`config.mk`:
```
export PLATFORM = sky130hd
export DESIGN_NAME = fraction_arith_reduce
export DESIGN_NICKNAME = d
export VERILOG_FILES = /design/src/sv/far_pkg.sv /design/src/sv/far_reduce.sv /design/src/sv/fraction_arith_reduce.sv
export SDC_FILE = /design/constraint.sdc
export NUM_CORES = 2
export LEC_CHECK = 0
export BUFFER_PORTS_ARGS = -buffer_cell sky130_fd_sc_hd__buf_4
export CORE_MARGIN = 5
export CORE_UTILIZATION = 50
export DETAILED_ROUTE_END_ITERATION = 10
export PLACE_DENSITY = 0.78
export SYNTH_ARGS = -nofsm -noshare
export SYNTH_HDL_FRONTEND = slang
export SYNTH_HIERARCHICAL = 1
export SYNTH_SLANG_ARGS = --single-unit
```
`constraint.sdc`:
```
create_clock -name clk -period 8.4 [get_ports clk]
set_input_delay 0.84 -clock clk [delete_from_list [all_inputs] [get_ports clk]]
set_output_delay 0.84 -clock clk [all_outputs]
set_load 0.05 [all_outputs]
```
`src/sv/far_pkg.sv`:
```
// Shared types and constants for the fraction arithmetic block.
// Used by far_reduce and fraction_arith_reduce; no dependencies.
package far_pkg;

	localparam int OPERAND_WIDTH_DEF = 16;
	localparam int NUM_OUT_W = 33;
	localparam int DEN_OUT_W = 32;

	typedef enum logic [1:0] {
		OP_ADD = 2'd0,
		OP_SUB = 2'd1,
		OP_MUL = 2'd2,
		OP_DIV = 2'd3
	} op_t;

	// status of the reduce unit as seen by the sequencer
	typedef struct packed {
		logic busy;
		logic done;
	} unit_stat_t;

endpackage

```
`src/sv/far_reduce.sv`:
```
// Reduce unit: binary gcd of two nonzero magnitudes, then two restoring
// divisions by that gcd, all on one shared subtractor. Depends on far_pkg.
module far_reduce #(
	parameter int MW = 2 * far_pkg::OPERAND_WIDTH_DEF
) (
	input  logic                clk,
	input  logic                arst_n,
	input  logic                start,
	input  logic [MW-1:0]       n_mag,
	input  logic [MW-1:0]       d_mag,
	output far_pkg::unit_stat_t stat,
	output logic [MW-1:0]       q_n,
	output logic [MW-1:0]       q_d
);
	import far_pkg::*;

	localparam int KW = $clog2(MW);

	typedef enum logic [1:0] {R_IDLE, R_GCD, R_DIV_N, R_DIV_D} rstate_t;

	rstate_t         state_q;
	logic [MW-1:0]   a_q, b_q, g_q, rem_q, dvd_q, qn_q;
	logic [KW-1:0]   k_q, cnt_q;
	logic            done_q;

	logic            a_gt_b;
	logic [MW:0]     sub_x, sub_y;
	logic [MW+1:0]   sub_r;
	logic            borrow;

	assign a_gt_b = a_q > b_q;

	// one subtractor: larger minus smaller during gcd, trial subtract during divide
	always_comb begin
		if (state_q == R_GCD) begin
			sub_x = a_gt_b ? {1'b0, a_q} : {1'b0, b_q};
			sub_y = a_gt_b ? {1'b0, b_q} : {1'b0, a_q};
		end else begin
			sub_x = {rem_q, dvd_q[MW-1]};
			sub_y = {1'b0, g_q};
		end
		sub_r  = {1'b0, sub_x} - {1'b0, sub_y};
		borrow = sub_r[MW+1];
	end

	always_ff @(posedge clk or negedge arst_n) begin
		if (!arst_n) begin
			state_q <= R_IDLE;
			done_q  <= 1'b0;
			a_q     <= '0;
			b_q     <= '0;
			g_q     <= '0;
			rem_q   <= '0;
			dvd_q   <= '0;
			qn_q    <= '0;
			k_q     <= '0;
			cnt_q   <= '0;
		end else begin
			done_q <= 1'b0;
			unique case (state_q)
				R_IDLE: begin
					if (start) begin
						a_q     <= n_mag;
						b_q     <= d_mag;
						k_q     <= '0;
						state_q <= R_GCD;
					end
				end
				R_GCD: begin
					if (a_q == b_q) begin
						g_q     <= a_q << k_q;
						rem_q   <= '0;
						dvd_q   <= n_mag;
						cnt_q   <= KW'(MW - 1);
						state_q <= R_DIV_N;
					end else if (!a_q[0] && !b_q[0]) begin
						a_q <= a_q >> 1;
						b_q <= b_q >> 1;
						k_q <= k_q + 1'b1;
					end else if (!a_q[0]) begin
						a_q <= a_q >> 1;
					end else if (!b_q[0]) begin
						b_q <= b_q >> 1;
					end else if (a_gt_b) begin
						a_q <= sub_r[MW-1:0];
					end else begin
						b_q <= sub_r[MW-1:0];
					end
				end
				R_DIV_N, R_DIV_D: begin
					rem_q <= borrow ? sub_x[MW-1:0] : sub_r[MW-1:0];
					dvd_q <= {dvd_q[MW-2:0], ~borrow};
					cnt_q <= cnt_q - 1'b1;
					if (cnt_q == '0) begin
						if (state_q == R_DIV_N) begin
							qn_q    <= {dvd_q[MW-2:0], ~borrow};
							dvd_q   <= d_mag;
							rem_q   <= '0;
							cnt_q   <= KW'(MW - 1);
							state_q <= R_DIV_D;
						end else begin
							done_q  <= 1'b1;
							state_q <= R_IDLE;
						end
					end
				end
				default: state_q <= R_IDLE;
			endcase
		end
	end

	assign stat.busy = (state_q != R_IDLE);
	assign stat.done = done_q;
	assign q_n       = qn_q;
	assign q_d       = dvd_q;

	a_gcd_nonzero: assert property (@(posedge clk) disable iff (!arst_n)
		state_q == R_GCD |-> (a_q != '0 && b_q != '0))
		else $error("gcd operand reached zero");

	a_rem_below_g: assert property (@(posedge clk) disable iff (!arst_n)
		(state_q == R_DIV_N || state_q == R_DIV_D) |-> rem_q < g_q)
		else $error("divider remainder not below divisor");

	a_done_after_div: assert property (@(posedge clk) disable iff (!arst_n)
		done_q |-> $past(state_q) == R_DIV_D)
		else $error("done without finishing second division");

endmodule

```
`src/sv/fraction_arith_reduce.sv`:
```
// A zero numerator or zero denominator gives the result word without the reduce unit;
// otherwise the word passes the multiplier, the sum and the reduce unit's binary gcd
// and two divisions, MW = 2*OPERAND_WIDTH.
// Throughput: one word at a time; req_stall stays high until the result word is taken.
// Reset (arst_n low, asynchronous): sequencer idle, no result pending.
module fraction_arith_reduce #(
	parameter int OPERAND_WIDTH = far_pkg::OPERAND_WIDTH_DEF
) (
	input  logic                                 clk,
	input  logic                                 arst_n,
	input  logic                                 req_valid,
	output logic                                 req_stall,
	input  logic [1:0]                           opcode,
	input  logic signed [OPERAND_WIDTH-1:0]      num_a,
	input  logic signed [OPERAND_WIDTH-1:0]      den_a,
	input  logic signed [OPERAND_WIDTH-1:0]      num_b,
	input  logic signed [OPERAND_WIDTH-1:0]      den_b,
	output logic                                 rsp_valid,
	input  logic                                 rsp_stall,
	output logic signed [far_pkg::NUM_OUT_W-1:0] res_num,
	output logic signed [far_pkg::DEN_OUT_W-1:0] res_den,
	output logic                                 status
);
	import far_pkg::*;

	localparam int W  = OPERAND_WIDTH;
	localparam int MW = 2 * OPERAND_WIDTH;
	localparam int PW = (MW > NUM_OUT_W) ? MW : NUM_OUT_W;

	typedef enum logic [2:0] {T_IDLE, T_MUL, T_SUM, T_RED, T_OUT} tstate_t;

	tstate_t               state_q;
	op_t                   op_q;
	logic [W-1:0]          na_q, da_q, nb_q, db_q;
	logic [1:0]            idx_q;
	logic [MW-1:0]         prod_s1;
	logic                  neg_s1;
	logic [MW:0]           acc_q;
	logic [MW-1:0]         dmag_q, nmag_q;
	logic                  dneg_q, nneg_q;
	logic                  start_q;
	logic [NUM_OUT_W-1:0]  res_num_q;
	logic [DEN_OUT_W-1:0]  res_den_q;
	logic                  status_q;

	logic [W-1:0]          mul_a, mul_b, a_mag, b_mag;
	logic                  mul_neg;
	logic [MW-1:0]         prod;
	logic [MW:0]           sv, n_abs;
	logic                  is_addsub;
	logic [PW-1:0]         num_ext, den_ext, num_pk, den_pk;

	unit_stat_t            red_stat;
	logic [MW-1:0]         red_qn, red_qd;

	assign is_addsub = (op_q == OP_ADD) || (op_q == OP_SUB);

	// factor selection for the shared multiplier
	always_comb begin
		mul_a   = na_q;
		mul_b   = (op_q == OP_MUL) ? nb_q : db_q;
		mul_neg = 1'b0;
		case (idx_q)
			2'd1: begin
				mul_a   = nb_q;
				mul_b   = da_q;
				mul_neg = (op_q == OP_SUB);
			end
			2'd2: begin
				mul_a = da_q;
				mul_b = (op_q == OP_DIV) ? nb_q : db_q;
			end
			default: ;
		endcase
		a_mag = mul_a[W-1] ? (~mul_a + 1'b1) : mul_a;
		b_mag = mul_b[W-1] ? (~mul_b + 1'b1) : mul_b;
		prod  = MW'(a_mag) * MW'(b_mag);
	end

	assign sv    = neg_s1 ? -{1'b0, prod_s1} : {1'b0, prod_s1};
	assign n_abs = acc_q[MW] ? -acc_q : acc_q;

	assign num_ext = PW'(red_qn);
	assign den_ext = PW'(red_qd);
	assign num_pk  = nneg_q ? -num_ext : num_ext;
	assign den_pk  = dneg_q ? -den_ext : den_ext;

	far_reduce #(.MW(MW)) u_reduce (
		.clk    (clk),
		.arst_n (arst_n),
		.start  (start_q),
		.n_mag  (nmag_q),
		.d_mag  (dmag_q),
		.stat   (red_stat),
		.q_n    (red_qn),
		.q_d    (red_qd)
	);

	always_ff @(posedge clk or negedge arst_n) begin
		if (!arst_n) begin
			state_q   <= T_IDLE;
			op_q      <= OP_ADD;
			na_q      <= '0;
			da_q      <= '0;
			nb_q      <= '0;
			db_q      <= '0;
			idx_q     <= '0;
			prod_s1   <= '0;
			neg_s1    <= 1'b0;
			acc_q     <= '0;
			dmag_q    <= '0;
			dneg_q    <= 1'b0;
			nmag_q    <= '0;
			nneg_q    <= 1'b0;
			start_q   <= 1'b0;
			res_num_q <= '0;
			res_den_q <= '0;
			status_q  <= 1'b0;
		end else begin
			start_q <= 1'b0;
			unique case (state_q)
				T_IDLE: begin
					if (req_valid) begin
						op_q    <= op_t'(opcode);
						na_q    <= num_a;
						da_q    <= den_a;
						nb_q    <= num_b;
						db_q    <= den_b;
						idx_q   <= '0;
						state_q <= T_MUL;
					end
				end
				T_MUL: begin
					// issue product idx, fold in product idx-1
					prod_s1 <= prod;
					neg_s1  <= a_mag != '0 && b_mag != '0 &&
						(mul_a[W-1] ^ mul_b[W-1] ^ mul_neg);
					idx_q   <= idx_q + 2'd1;
					case (idx_q)
						2'd1: acc_q <= sv;
						2'd2: acc_q <= is_addsub ? acc_q + sv : acc_q;
						2'd3: begin
							dmag_q  <= prod_s1;
							dneg_q  <= neg_s1;
							state_q <= T_SUM;
						end
						default: ;
					endcase
				end
				T_SUM: begin
					nneg_q <= acc_q[MW];
					nmag_q <= n_abs[MW-1:0];
					if (dmag_q == '0) begin
						res_num_q <= '0;
						res_den_q <= '0;
						status_q  <= 1'b1;
						state_q   <= T_OUT;
					end else if (acc_q == '0) begin
						res_num_q <= '0;
						res_den_q <= DEN_OUT_W'(1);
						status_q  <= 1'b0;
						state_q   <= T_OUT;
					end else begin
						start_q <= 1'b1;
						state_q <= T_RED;
					end
				end
				T_RED: begin
					if (red_stat.done) begin
						res_num_q <= num_pk[NUM_OUT_W-1:0];
						res_den_q <= den_pk[DEN_OUT_W-1:0];
						status_q  <= 1'b0;
						state_q   <= T_OUT;
					end
				end
				T_OUT: begin
					if (!rsp_stall)
						state_q <= T_IDLE;
				end
				default: state_q <= T_IDLE;
			endcase
		end
	end

	assign req_stall = (state_q != T_IDLE);
	assign rsp_valid = (state_q == T_OUT);
	assign res_num   = res_num_q;
	assign res_den   = res_den_q;
	assign status    = status_q;

	a_err_zero: assert property (@(posedge clk) disable iff (!arst_n)
		(rsp_valid && status) |-> (res_num == '0 && res_den == '0))
		else $error("error word carries nonzero result");

	a_done_to_out: assert property (@(posedge clk) disable iff (!arst_n)
		red_stat.done |=> rsp_valid)
		else $error("reduce finished but no result word");

	a_start_idle: assert property (@(posedge clk) disable iff (!arst_n)
		start_q |-> !red_stat.busy)
		else $error("reduce unit started while busy");

	a_one_pending: assert property (@(posedge clk) disable iff (!arst_n)
		!req_stall |-> !rsp_valid)
		else $error("new word taken with result pending");

endmodule

```
==> out/metrics.yaml <==
die_w_um: 291.6
gp_congestion: 0.9728
dr.first_iter.drc_count: 4134
clkLatencyLatePin_ns: 0.66
cts_buffers: 54
synth_nets: 5077
syn2layout_area_growth_pct: 12.72
path_common_cell: "fa_1"
crit_type: "flop to flop"
grt_overflow: 0
clockBufferDepth: 3
htreeDepth: 2
postRouteAntennaNets: 0
nets: 5185
period_needed_ns: 8.073
endpoint_kind: "flop"
cts.sinks: 475
drv.max_cap_violation_count: 0
dr_total_vias: 35730
synth_cell_types: 94
whs_ns: 0.1989
syn_area_um2: 39650
setup_viol: 0
synth_edf_count: 0
synth-main-ff-cell: "dfrtp_1"
final_common_cell: "nand2_1"
synth-seq-cells: 475
firstDrtPassIters: 6
worstSetupStartpointType: "flop"
worstPathArrival_ns: 8.60
num_antenna_cells: 0
ys_async_sr_fraction_pct: 100.0
drc: 0
io_pins: 138
grt_pass1_vias: 35070
antenna_found_initial: 1
track_usage_pct: 28.75
max_freq_ghz: 0.1239
core-area_um2: 78870
worstMarginPinSlew_ns: 1.264
ys_warn_count: 6
die_area_um2: 85020
cpLargestDelayFamily: "adder cells"
avgSynthCellArea_um2: 8.632
drive_above_1_share_pct: 13.64
fin_crit_sh_pct: 96.11
cts_tree: "built"
critPathSlowestCell: "fa_1"
holdCritPathClass: "primary input to asynchronous set/reset pin"
grt_pass1_wl_um: 197900
yosysSeqAreaShare_pct: 29.98
fin_setup_tns_ns: 0
outcome: "complete, no violations"
layoutNonFillerInstCount: 5795
dp_cells: 5675
dieHeight_um: 291.6
crit_path_max_incr_delay_ns: 0.57
initial_core_util_pct: 50.27
root_buffer: "clkbuf_16"
vias_per_cell: 6.165
path_clk_slew_ns: 0.06
final_cell_mix: "781 x nand2_1, 474 x dfrtp_1, 354 x o21ai_0, 315 x inv_1, 311 x buf_4"
grt_max_degree: 155
required_ns: 8.92
hpwlAfterDp_um: 94110
holdBufCountCts: 0
syn-instance-count: 4593
finClkSkew_ns: 0.05244
io_buffers: 137
crit_buf_inv: 8
hold_viol: 0
wl_per_cell_um: 21.77
rows: 103
crit_fanout: 34
maxSlewHeadroom_pct: 15.41
drv_slew: 0
drt_wl_total_um: 126100
-- sequential cells by signal, indices dropped and copies added, names as in the netlist, 16 cells and up --
signal          flops
u_reduce/b_q       32
res_num            33
na_q               16
u_reduce/g_q       32
nmag_q             32
u_reduce/rem_q     32
prod_s1            32
res_den            32
u_reduce/q_n       32
u_reduce/q_d       32
da_q               16
dmag_q             32
acc_q              33
u_reduce/a_q       32
nb_q               16
db_q               16
-- synth_stat cells, types with 23 or more instances --
master / count / area [um^2]
o21ai_0: 360 / 1802
mux4_2: 31 / 698.2
mux2i_1: 89 / 890.9
o31ai_1: 89 / 668.1
buf_1: 29 / 108.9
inv_1: 317 / 1190
a221o_1: 26 / 260.3
a221oi_1: 45 / 394.1
and2_1: 29 / 181.4
nor2_1: 305 / 1145
ha_1: 218 / 2728
fa_1: 196 / 3924
dfrtp_1: 475 / 11890
or3_1: 45 / 281.5
xnor2_1: 106 / 928.4
clkbuf_1: 230 / 863.3
o21ai_1: 24 / 120.1
a21o_1: 46 / 345.3
a21oi_1: 260 / 1301
or4_1: 23 / 172.7
nor3_1: 68 / 340.3
nand2_1: 784 / 2943
nand3_1: 95 / 475.5
a31oi_1: 35 / 219.0
mux2_2: 88 / 991.0
xor2_1: 166 / 1454
nor2b_1: 24 / 150.1
-- per-stage QoR --
stage          setup WS (ns)  util, %  instance area, um^2
2_1_floorplan        0.01210        -                39690
3_3_place_gp          0.1003    53.69                42350
3_5_place_dp        -0.08537    53.69                42350
4_1_cts              0.05254    56.15                44280
5_1_grt             -0.03717    56.66                44690
6_report              0.3269    56.66                44690
-- cell type report --
type | instances | area (um^2)
flip-flops and latches | 475 | 11890
inverters | 318 | 1200
multi-input cells | 3523 | 25750
repair inverters | 1 | 5.005
fillers | 7003 | 34180
well taps | 1050 | 1314
clock buffers | 70 | 1471
repair buffers | 328 | 2603
clock inverters | 30 | 456.7
-- cell families after synthesis --
kind of cell,count (synthesis),share of synthesized area (%)
XOR/XNOR,273,6.050
buffers and inverters,595,5.905
AO/OA/AOI/OAI,1137,18.37
AND/OR/NAND/NOR,1491,16.41
adder cells (fa/ha/maj),414,16.78
multiplexers,208,6.508
flip-flops,475,29.98
-- per-layer routing --
metal  GRT usage, %  share of wire, %
met5              0                 0
met4          14.43               6.1
met3          5.020               8.9
met2          46.57                46
met1          37.44                39
-- worst paths after layout --
kind | from | end | cells past startpoint | slack [ns]
worst max-delay path | idx_q[0] | prod_s1[31] | 32 | 0.33
worst min-delay path | arst_n | u_reduce/g_q[23] | 1 | 0.20
worst max register to register | idx_q[0] | prod_s1[31] | 32 | 0.33
worst min register to register | res_num[25] | res_num[25] | 2 | 0.48
max in group asynchronous | arst_n | u_reduce/q_d[21] | 3 | 6.17
min in group clk | rsp_stall | state_q[2] | 2 | 0.40
-- worst reg2reg max path, delay by kind of cell (launching register included) --
family                   cells  cell delay [ns]
buffers and inverters        8             1.05
AO/OA/AOI/OAI               10             2.13
flip-flops                   1             0.37
AND/OR/NAND/NOR              5             0.77
XOR/XNOR                     1             0.26
adder cells (fa/ha/maj)      8             3.41
-- timing repair --
item                       CTS  global route
buffers inserted             0            17
gates resized for setup      1            51
setup endpoints to repair    3            12
cloned                       0             3
pin swaps                    0            19
Power is not shown: default switching activity piles up to over one toggle a cycle in this logic, so the estimate is an artifact.
